--- config.mk ---
export PLATFORM = sky130hd
export DESIGN_NAME = freefall_tumble_detector_core
export DESIGN_NICKNAME = d
export VERILOG_FILES = /design/src/rtl/ftd_pkg.sv /design/src/rtl/ftd_prep.sv /design/src/rtl/ftd_track.sv /design/src/rtl/freefall_tumble_detector_core.sv
export SDC_FILE = /design/constraint.sdc
export NUM_CORES = 2
export LEC_CHECK = 0
export ABC_AREA = 1
export ABC_CLOCK_PERIOD_IN_PS = 6750
export BUFFER_PORTS_ARGS = -buffer_cell sky130_fd_sc_hd__buf_4
export CORE_MARGIN = 2
export CORE_UTILIZATION = 55
export DETAILED_ROUTE_END_ITERATION = 7
export PLACE_DENSITY = 0.75
export SYNTH_ARGS = -nofsm -noshare
export SYNTH_HDL_FRONTEND = slang
export SYNTH_SLANG_ARGS = --single-unit
--- constraint.sdc ---
create_clock -name clk -period 6.75 [get_ports clk]
set_input_delay 0.3375 -clock clk [delete_from_list [all_inputs] [get_ports clk]]
set_output_delay 0.3375 -clock clk [all_outputs]
set_load 0.02 [all_outputs]
--- src/rtl/ftd_pkg.sv ---
`default_nettype none
package ftd_pkg;

  // One sensor tick
  typedef struct packed {
    logic signed [15:0] accel_x;
    logic signed [15:0] accel_y;
    logic signed [15:0] accel_z;
    logic signed [15:0] vertical_accel_cms;
    logic signed [15:0] roll_cdeg;
    logic signed [15:0] pitch_cdeg;
    logic               flip_active;
    logic               rc_locked;
    logic               flight_armed;
    logic               mode_low_bit;
  } ftd_in_t;

  typedef struct packed {
    logic freefall_detected;
    logic tumble_detected;
  } ftd_out_t;

  typedef struct packed {
    logic [31:0] mag_thr;
    logic [15:0] vert_thr;
    logic [15:0] ff_persist;
    logic [14:0] tilt_thr;
    logic [15:0] tu_persist;
    logic [15:0] holdoff_ticks;
  } ftd_cfg_t;

  // Squares and early compares, handed from the prep stage to the tracker
  typedef struct packed {
    logic [30:0] sq_x;
    logic [30:0] sq_y;
    logic [30:0] sq_z;
    logic        vert_ok;
    logic        tilt_over;
    logic        flip;
    logic        ff_enable;
  } ftd_prep_t;

  localparam int CfgIdxW = 3;

  typedef enum logic [CfgIdxW-1:0] {
    REG_MAG_THR       = 3'd0,
    REG_VERT_THR      = 3'd1,
    REG_FF_PERSIST    = 3'd2,
    REG_TILT_THR      = 3'd3,
    REG_TU_PERSIST    = 3'd4,
    REG_HOLDOFF_TICKS = 3'd5
  } ftd_reg_t;

  localparam logic [31:0] MAG_THR_RST       = 32'd838861;
  localparam logic [15:0] VERT_THR_RST      = 16'd49;
  localparam logic [15:0] FF_PERSIST_RST    = 16'd30;
  localparam logic [14:0] TILT_THR_RST      = 15'd6000;
  localparam logic [15:0] TU_PERSIST_RST    = 16'd100;
  localparam logic [15:0] HOLDOFF_TICKS_RST = 16'd1000;

  localparam logic signed [16:0] G_BIAS_CMS = 17'sd980;
  localparam logic [15:0]        COUNT_MAX  = 16'hFFFF;

  function automatic logic [15:0] abs16(input logic signed [15:0] v);
    logic [15:0] t;
    t = v[15] ? 16'(-v) : 16'(v);
    return t;
  endfunction

  function automatic logic [15:0] abs17(input logic signed [16:0] v);
    logic [16:0] t;
    t = v[16] ? 17'(-v) : 17'(v);
    return t[15:0];
  endfunction

  function automatic logic [15:0] sat_inc(input logic [15:0] c);
    return (c == COUNT_MAX) ? COUNT_MAX : c + 16'd1;
  endfunction

endpackage
`default_nettype wire

--- src/rtl/ftd_prep.sv ---
`default_nettype none
module ftd_prep import ftd_pkg::*; (
  input  wire logic      clk,
  input  wire logic      load,
  input  wire ftd_in_t   d,
  input  wire ftd_cfg_t  cfg,
  output ftd_prep_t      q
);

  logic signed [31:0] px, py, pz;
  logic signed [16:0] vsum;
  logic [15:0]        vdev, r_abs, p_abs, tilt;
  ftd_prep_t          q_next;

  always_comb begin
    px   = d.accel_x * d.accel_x;
    py   = d.accel_y * d.accel_y;
    pz   = d.accel_z * d.accel_z;
    vsum = {d.vertical_accel_cms[15], d.vertical_accel_cms} + G_BIAS_CMS;
    vdev = abs17(vsum);
    r_abs = abs16(d.roll_cdeg);
    p_abs = abs16(d.pitch_cdeg);
    tilt  = (r_abs >= p_abs) ? r_abs : p_abs;

    q_next.sq_x      = px[30:0];
    q_next.sq_y      = py[30:0];
    q_next.sq_z      = pz[30:0];
    q_next.vert_ok   = vdev < cfg.vert_thr;
    q_next.tilt_over = tilt > {1'b0, cfg.tilt_thr};
    q_next.flip      = d.flip_active;
    q_next.ff_enable = !d.rc_locked && !d.flight_armed && d.mode_low_bit;
  end

  always_ff @(posedge clk) begin
    if (load) begin
      q <= q_next;
    end
  end

endmodule
`default_nettype wire

--- src/rtl/ftd_track.sv ---
`default_nettype none
module ftd_track import ftd_pkg::*; (
  input  wire logic      clk,
  input  wire logic      rst,
  input  wire ftd_cfg_t  cfg,
  input  wire logic      take,
  input  wire ftd_prep_t p,
  input  wire logic      out_take,
  output logic           out_valid,
  output ftd_out_t       out_data
);

  logic [15:0] freefall_count, freefall_count_next;
  logic [15:0] tumble_count, tumble_count_next;
  logic [15:0] flip_holdoff, flip_holdoff_next;
  logic [15:0] ff_inc, tu_inc;
  logic [31:0] mag;
  logic        mag_ok;
  ftd_out_t    res;

  always_comb begin
    mag    = {1'b0, p.sq_x} + {1'b0, p.sq_y} + {1'b0, p.sq_z};
    mag_ok = mag < cfg.mag_thr;
    ff_inc = sat_inc(freefall_count);
    tu_inc = sat_inc(tumble_count);

    freefall_count_next = freefall_count;
    tumble_count_next   = tumble_count;
    flip_holdoff_next   = flip_holdoff;
    res                 = '0;

    if (p.flip) begin
      flip_holdoff_next = cfg.holdoff_ticks;
    end else begin
      if (p.ff_enable) begin
        if (mag_ok && p.vert_ok) begin
          freefall_count_next   = ff_inc;
          res.freefall_detected = ff_inc >= cfg.ff_persist;
        end else begin
          freefall_count_next = '0;
        end
      end
      if (flip_holdoff != '0) begin
        flip_holdoff_next = flip_holdoff - 16'd1;
      end
      // tumble test runs only once the holdoff has drained
      if (flip_holdoff_next == '0) begin
        if (p.tilt_over) begin
          tumble_count_next   = tu_inc;
          res.tumble_detected = tu_inc >= cfg.tu_persist;
        end else begin
          tumble_count_next = '0;
        end
      end
    end
  end

  always_ff @(posedge clk) begin
    if (rst) begin
      freefall_count <= '0;
      tumble_count   <= '0;
      flip_holdoff   <= '0;
      out_valid      <= 1'b0;
    end else begin
      if (take) begin
        freefall_count <= freefall_count_next;
        tumble_count   <= tumble_count_next;
        flip_holdoff   <= flip_holdoff_next;
        out_valid      <= 1'b1;
      end else if (out_take) begin
        out_valid <= 1'b0;
      end
    end
  end

  always_ff @(posedge clk) begin
    if (take) begin
      out_data <= res;
    end
  end

endmodule
`default_nettype wire

--- src/rtl/freefall_tumble_detector_core.sv ---
`default_nettype none
// Free-fall and tumble detector, three register stages: input, squares, result.
// Each accepted input word passes through the input, squares and result registers in that order.
// Throughput: one word per cycle while out_ready holds; stages advance independently on ready.
// Reset (rst, synchronous): counters and holdoff cleared, pipeline emptied,
// configuration registers back to their default thresholds.
module freefall_tumble_detector_core import ftd_pkg::*; (
  input  wire logic               clk,
  input  wire logic               rst,
  input  wire logic               in_valid,
  output logic                    in_ready,
  input  wire ftd_in_t            in_data,
  output logic                    out_valid,
  input  wire logic               out_ready,
  output ftd_out_t                out_data,
  input  wire logic               cfg_valid,
  output logic                    cfg_ready,
  input  wire logic [CfgIdxW-1:0] cfg_index,
  input  wire logic [31:0]        cfg_data
);

  ftd_cfg_t  cfg;
  ftd_in_t   a_data;
  logic      a_valid, b_valid;
  logic      ready_b, ready_c, a_take, b_take, out_take;
  ftd_prep_t b_data;

  assign cfg_ready = 1'b1;
  assign out_take  = out_valid && out_ready;
  assign ready_c   = !out_valid || out_ready;
  assign b_take    = b_valid && ready_c;
  assign ready_b   = !b_valid || ready_c;
  assign a_take    = a_valid && ready_b;
  assign in_ready  = !a_valid || ready_b;

  always_ff @(posedge clk) begin
    if (rst) begin
      cfg.mag_thr       <= MAG_THR_RST;
      cfg.vert_thr      <= VERT_THR_RST;
      cfg.ff_persist    <= FF_PERSIST_RST;
      cfg.tilt_thr      <= TILT_THR_RST;
      cfg.tu_persist    <= TU_PERSIST_RST;
      cfg.holdoff_ticks <= HOLDOFF_TICKS_RST;
    end else if (cfg_valid) begin
      unique case (cfg_index)
        REG_MAG_THR:       cfg.mag_thr       <= cfg_data;
        REG_VERT_THR:      cfg.vert_thr      <= cfg_data[15:0];
        REG_FF_PERSIST:    cfg.ff_persist    <= cfg_data[15:0];
        REG_TILT_THR:      cfg.tilt_thr      <= cfg_data[14:0];
        REG_TU_PERSIST:    cfg.tu_persist    <= cfg_data[15:0];
        REG_HOLDOFF_TICKS: cfg.holdoff_ticks <= cfg_data[15:0];
        default: ;
      endcase
    end
  end

  always_ff @(posedge clk) begin
    if (rst) begin
      a_valid <= 1'b0;
      b_valid <= 1'b0;
    end else begin
      if (in_valid && in_ready) begin
        a_valid <= 1'b1;
      end else if (a_take) begin
        a_valid <= 1'b0;
      end
      if (a_take) begin
        b_valid <= 1'b1;
      end else if (b_take) begin
        b_valid <= 1'b0;
      end
    end
  end

  // hold the input word until the squares stage takes it
  always_ff @(posedge clk) begin
    if (in_valid && in_ready) begin
      a_data <= in_data;
    end
  end

  ftd_prep u_prep (
    .clk  (clk),
    .load (a_take),
    .d    (a_data),
    .cfg  (cfg),
    .q    (b_data)
  );

  ftd_track u_track (
    .clk       (clk),
    .rst       (rst),
    .cfg       (cfg),
    .take      (b_take),
    .p         (b_data),
    .out_take  (out_take),
    .out_valid (out_valid),
    .out_data  (out_data)
  );

endmodule
`default_nettype wire

After elaboration in Yosys (flattened, before gate mapping)
Cells that the tools add are included.
- bits in registers: 361
- output and inout port bits: 5
- logic and storage cells: 109
- add/sub/neg operators: 9
- multipliers: 3
- magnitude comparators: 6
- equal/unequal tests: 7
- muxes and demuxes: 17
- bitwise gates (word level): 5
- reduce and logical (&&, ||, !) cells: 31
- operators with widths (operator ; number):
    $mux 16 ; 11
    $mul 16x16->31 ; 3
    $ge 16x16->1 ; 3
    $neg 16->16 ; 3
    $add 16x1->16 const B ; 2
    $add 31x31->32 ; 1
    $add 32x31->32 ; 1
    $eq 16x16->1 const B ; 2
    $lt 32x32->1 ; 1
    $add 16x11->17 const B ; 1
    $gt 16x15->1 ; 1
    $logic_not 16->1 ; 1
    $lt 16x16->1 ; 1
    $reduce_bool 16->1 ; 1
    $sub 16x1->16 const B ; 1
    $reduce_and 2->1 ; 6
    $logic_and 1x1->1 ; 7
    $eq 3x2->1 const B ; 2
    $eq 3x3->1 const B ; 2
    $mux 1 ; 6
    $reduce_and 3->1 ; 2
    $reduce_bool 2->1 ; 3
    $reduce_or 3->1 ; 2
    $logic_not 1->1 ; 5
    4 further kinds ; 10

Logic depth before layout (Yosys ltp)
- word-level depth: 6
- depth in mapped cells: 33
- depth with buffers taken out: 32

Hierarchy
A second synthesis with hierarchy kept.
- cells, all modules: 5826
- area total of the unflattened synthesis: 47868.4 um^2
- modules (own cells, without submodules) (module ; times used ; cells an instance ; area an instance (um^2) ; seq. area each (um^2)):
    ftd_prep ; 1 ; 3943 ; 32962.9 ; 2822.7
    ftd_track ; 1 ; 1212 ; 7711.1 ; 1041.0
    freefall_tumble_detector_core ; 1 ; 671 ; 7194.4 ; 5265.0

Least setup slack after synthesis
No wires, ideal clock.
- path kind: register to register
- start: register a_data[69] in the netlist's numbering
- end: register u_prep.q[65] in the netlist's numbering (data pin)
- data arrival time: 5.744 ns
- required time: 6.485 ns
- setup slack: 0.741 ns
- cell stages (with the launch flop): 22
- path buffers: 2
- path through: edfxtp_1 -> clkbuf_1 -> clkbuf_1 -> nand2_1 -> inv_1 -> fa_1 -> inv_1 -> fa_1 -> inv_1 -> fa_1 -> fa_1 -> inv_1 -> fa_1 -> inv_1 -> fa_1 -> ha_1 -> nand2_1 -> nor3_1 -> nand2_1 -> or4_1 -> o21ai_0 -> xor2_1
- word-level cells in the longest chain between the ends: 1
- RTL lines (what ; line ; text):
    start, declared ; freefall_tumble_detector_core.sv:23 ; ftd_in_t a_data;
    start signal, assigned ; freefall_tumble_detector_core.sv:78 ; a_data <= in_data;
    $mul 16x16->31 ; ftd_prep.sv:17 ; py = d.accel_y * d.accel_y;
    named net u_prep.py[30] ; ftd_prep.sv:10 ; logic signed [31:0] px, py, pz;
    end signal, assigned ; ftd_prep.sv:36 ; q <= q_next;
    end, declared ; ftd_prep.sv:7 ; output ftd_prep_t q
The timed path passes the listed nets, and every way through them passes these cells.
A chain may end at the register's enable or synchronous reset.

Final worst setup path
- start: register a_data[56] in the netlist's numbering
- end: register u_prep.q[31] in the netlist's numbering (data pin)
- word-level cells in the longest chain between the ends: 1
- RTL lines (what ; line ; text):
    $mul 16x16->31 ; ftd_prep.sv:18 ; pz = d.accel_z * d.accel_z;
    named net u_prep.pz[27] ; ftd_prep.sv:10 ;
The timed path passes the listed nets, and every way through them passes these cells.

==> reports/qor.yml <==
cp.depth: 19
cp-start-kind: "flip-flop"
place_ws_ns: 0.3807
clock.fmax_ghz: 0.1582
dieArea_sq_um: 86520
antenna_left: 0
crit_arrival_ns: 6.65
status: "completed"
synth_flop_cell: "edfxtp_1"
reg2reg_to: "u_prep.q[31]"
drv_cap: 0
grt_usage_pct: 25.55
reg2reg_depth: 19
finalClockSkew_ns: 0.02824
worstMarginPinSlew_ns: 1.113
cp_max_fo: 14
grt_pass1_wl_mm: 177.9
path_class: "flip-flop to flip-flop"
cts_buffers: 46
async_reset_ff_share_pct: 0
crit_path_end_kind: "flip-flop"
clockBufferDepth: 3
wl_mm: 106.4
crit_start: "a_data[56]"
wl_per_cell_microns: 15.75
die_h_microns: 294.1
critPathTopFamily: "adder cells"
die_x_microns: 294.1
final_hold_viol_count: 0
cts.clk_slew.worst_paths_ns: 0.06
synth_area_leader_cell: "fa_1"
synth.ff_latch_count: 358
synthTopCellsByArea: "fa_1 31%, edfxtp_1 13%, inv_1 12%"
min_period_ns: 6.321
worst_slack_ns: 0.4290
gp_congestion: 0.9394
whs_ns: 0.05320
yosysWarnings: 0
placed_cell_area_sq_um: 48490
rows: 106
design_area_sq_um: 51120
crit_path_end: "u_prep.q[31]"
cpMaxStageDelayCell: "edfxtp_1"
cp.buffers_inverters: 3
diodes: 0
nets: 6905
synth_edf_count: 196
grt_start_max_net_pins: 96
period_share_pct: 93.64
finalSetupTns_ns: 0
root_buffer: "clkbuf_16"
drt_iter0_drc: 2008
setup_viol: 0
finalMaxSlewViolations: 0
drive_above_1_share_pct: 5.533
grt_overflow_total: 0
cp_cell_sequence: "nand2_1, fa_1, fa_1, inv_1, fa_1, fa_1, fa_1, inv_1, fa_1, inv_1, ha_1, nand4_1, nor3_1, nand4_1, nand3_1, nand2_1, nand2_1, a21oi_1, xor2_1"
slew_headroom_pct: 25.38
dr.pass1.iters: 7
start_util_pct: 55.41
routed_via_density: 5.189
cp_common_cell: "fa_1"
ff_latch_area_sq_um: 9129
insertion_delay_ns: 0.61
cts_tree: "yes"
holdCritPathClass: "input pin to flip-flop"
yosys.cell_types.count: 50
avgSynthCellArea_sq_um: 8.500
multi_input_area_sq_um: 31180
num_vias: 35050
numClockSinks: 358
port_buffers: 143
crit_required_ns: 7.08
synth_area_sq_um: 46300
hpwl_mm: 86.45
rsz0062_at_grt: "no"
r2r-start: "a_data[56]"
syn-num-nets: 6713
fillers: 7111
synth_top_area_share_pct: 30.91
grt_pass1_vias: 36690
area_growth_pct: 10.40
cts_max_level: 2
ys_seq_area_share_pct: 19.72
antenna_found_initial: 1
pin_count: 145
reg2reg_setup_slack_ns: 0.43
synthCells: 5447
drc: 0
core-area_sq_um: 83560
crit_path_max_incr_delay_ns: 0.77
[placed cells by master (no fill, tap or decap), types with 150 or more instances in the layout]
master	count
a21oi_1	317
buf_4	192
dfxtp_1	162
edfxtp_1	196
fa_1	714
ha_1	411
inv_1	1427
nand2_1	923
nor2_1	285
o21ai_0	214
xor2_1	150
[stage by stage]
step                      util (%)  instances
after floorplan                  -       5447
after global placement       58.03       6566
after detailed placement     58.03       6566
after CTS                    61.13       6752
after global routing         61.18       6755
final                        61.18       6755
[final cells by class]
| type | count | area share, % |
|---|---|---|
| Timing Repair Buffer | 295 | 4.856 |
| Clock inverter | 26 | 0.5507 |
| Clock buffer | 58 | 2.521 |
| Tap cell | 1080 | 2.644 |
| Sequential cell | 358 | 17.86 |
| Multi-Input combinational cell | 3501 | 61.01 |
| Inverter | 1437 | 10.56 |
[worst min path at each step]
| stage | startpoint | to | slack, ns | depth (start not counted) |
|---|---|---|---|---|
| CTS | out_ready | u_track.out_valid | 0.03 | 4 |
| finish | out_ready | u_track.out_valid | 0.05 | 4 |
| global placement | a_data[3] | u_prep.q[1] | 0.41 | 0 |
| floorplan | a_data[3] | u_prep.q[1] | 0.40 | 0 |
| detailed placement | a_data[3] | u_prep.q[1] | 0.41 | 0 |
| global route | cfg_data[24] | cfg[103] | 0.06 | 3 |
[Yosys cell counts (2+ instances only)]
cell type and instances:
xor2_1 150, a21boi_0 6, nor3_1 50, or2_2 14, edfxtp_1 196, o21ai_0 214
nand2_4 2, nand4_1 34, a211oi_1 7, nor4_1 10, a21o_1 22, conb_1 2
fa_1 715, xnor2_1 72, nand2_1 923, buf_1 8, nor3b_1 2, ha_1 411
o21bai_1 19, a221oi_1 7, o221ai_1 4, dfxtp_1 162, nor2_4 3, clkinv_1 8
clkbuf_1 136, o21a_1 6, buf_6 3, nand3_1 134, o31ai_1 4, a31o_2 8
and2_1 3, nor2_1 285, a21oi_1 317, nand2_2 6, inv_1 1429, buf_2 3
o211ai_1 27, nor2_2 4, o21ai_1 2, a31oi_1 9, nand3b_1 21
[state kept, by name, indices dropped and copies added, names as in the netlist]
register                flops
a_valid                     1
cfg                       111
u_track.out_data            2
u_track.tumble_count       16
u_track.out_valid           1
u_prep.q                   94
u_track.freefall_count     16
a_data                    100
b_valid                     1
u_track.flip_holdoff       16
[routing by layer]
| layer | GRT usage, % | up-vias | wire [microns] |
|---|---|---|---|
| met1 | 32.58 | 17020 | 44140 |
| met4 | 9.532 | 2 | 3956 |
| met3 | 2.946 | 206 | 5587 |
| li1 | - | 16910 | - |
| met2 | 44.67 | 904 | 52680 |
| met5 | 0 | - | 15 |
[what timing repair did]
item | 4_1_cts | 5_1_grt
endpoints found under the hold margin | 102 | 0
setup endpoints to repair | 0 | 2
buffers inserted | 0 | 3
hold buffers | 102 | 0
gates resized for setup | 0 | 1
[cell families after synthesis]
family                     after synthesis  share of synthesized area (%)
other                                    2                        0.01622
adders and majority gates             1126                          42.02
buffers and inverters                 1588                          12.94
xor gates and xnor gates               222                          4.199
and+or+nand+nor                       1496                          13.33
AOI/OAI and AO/OA                      655                          7.777
DFF                                    358                          19.72
[tightest hold or removal path: cells and delay by family]
kind | cells | cell delay, ns
AO/OA/AOI/OAI | 1 | 0.06
buffers and inverters | 2 | 0.12
AND/OR/NAND/NOR | 1 | 0.07
Power is left out: the tool's default activity adds up to more than one toggle a clock period on the data nets, which glitch-free logic cannot reach.
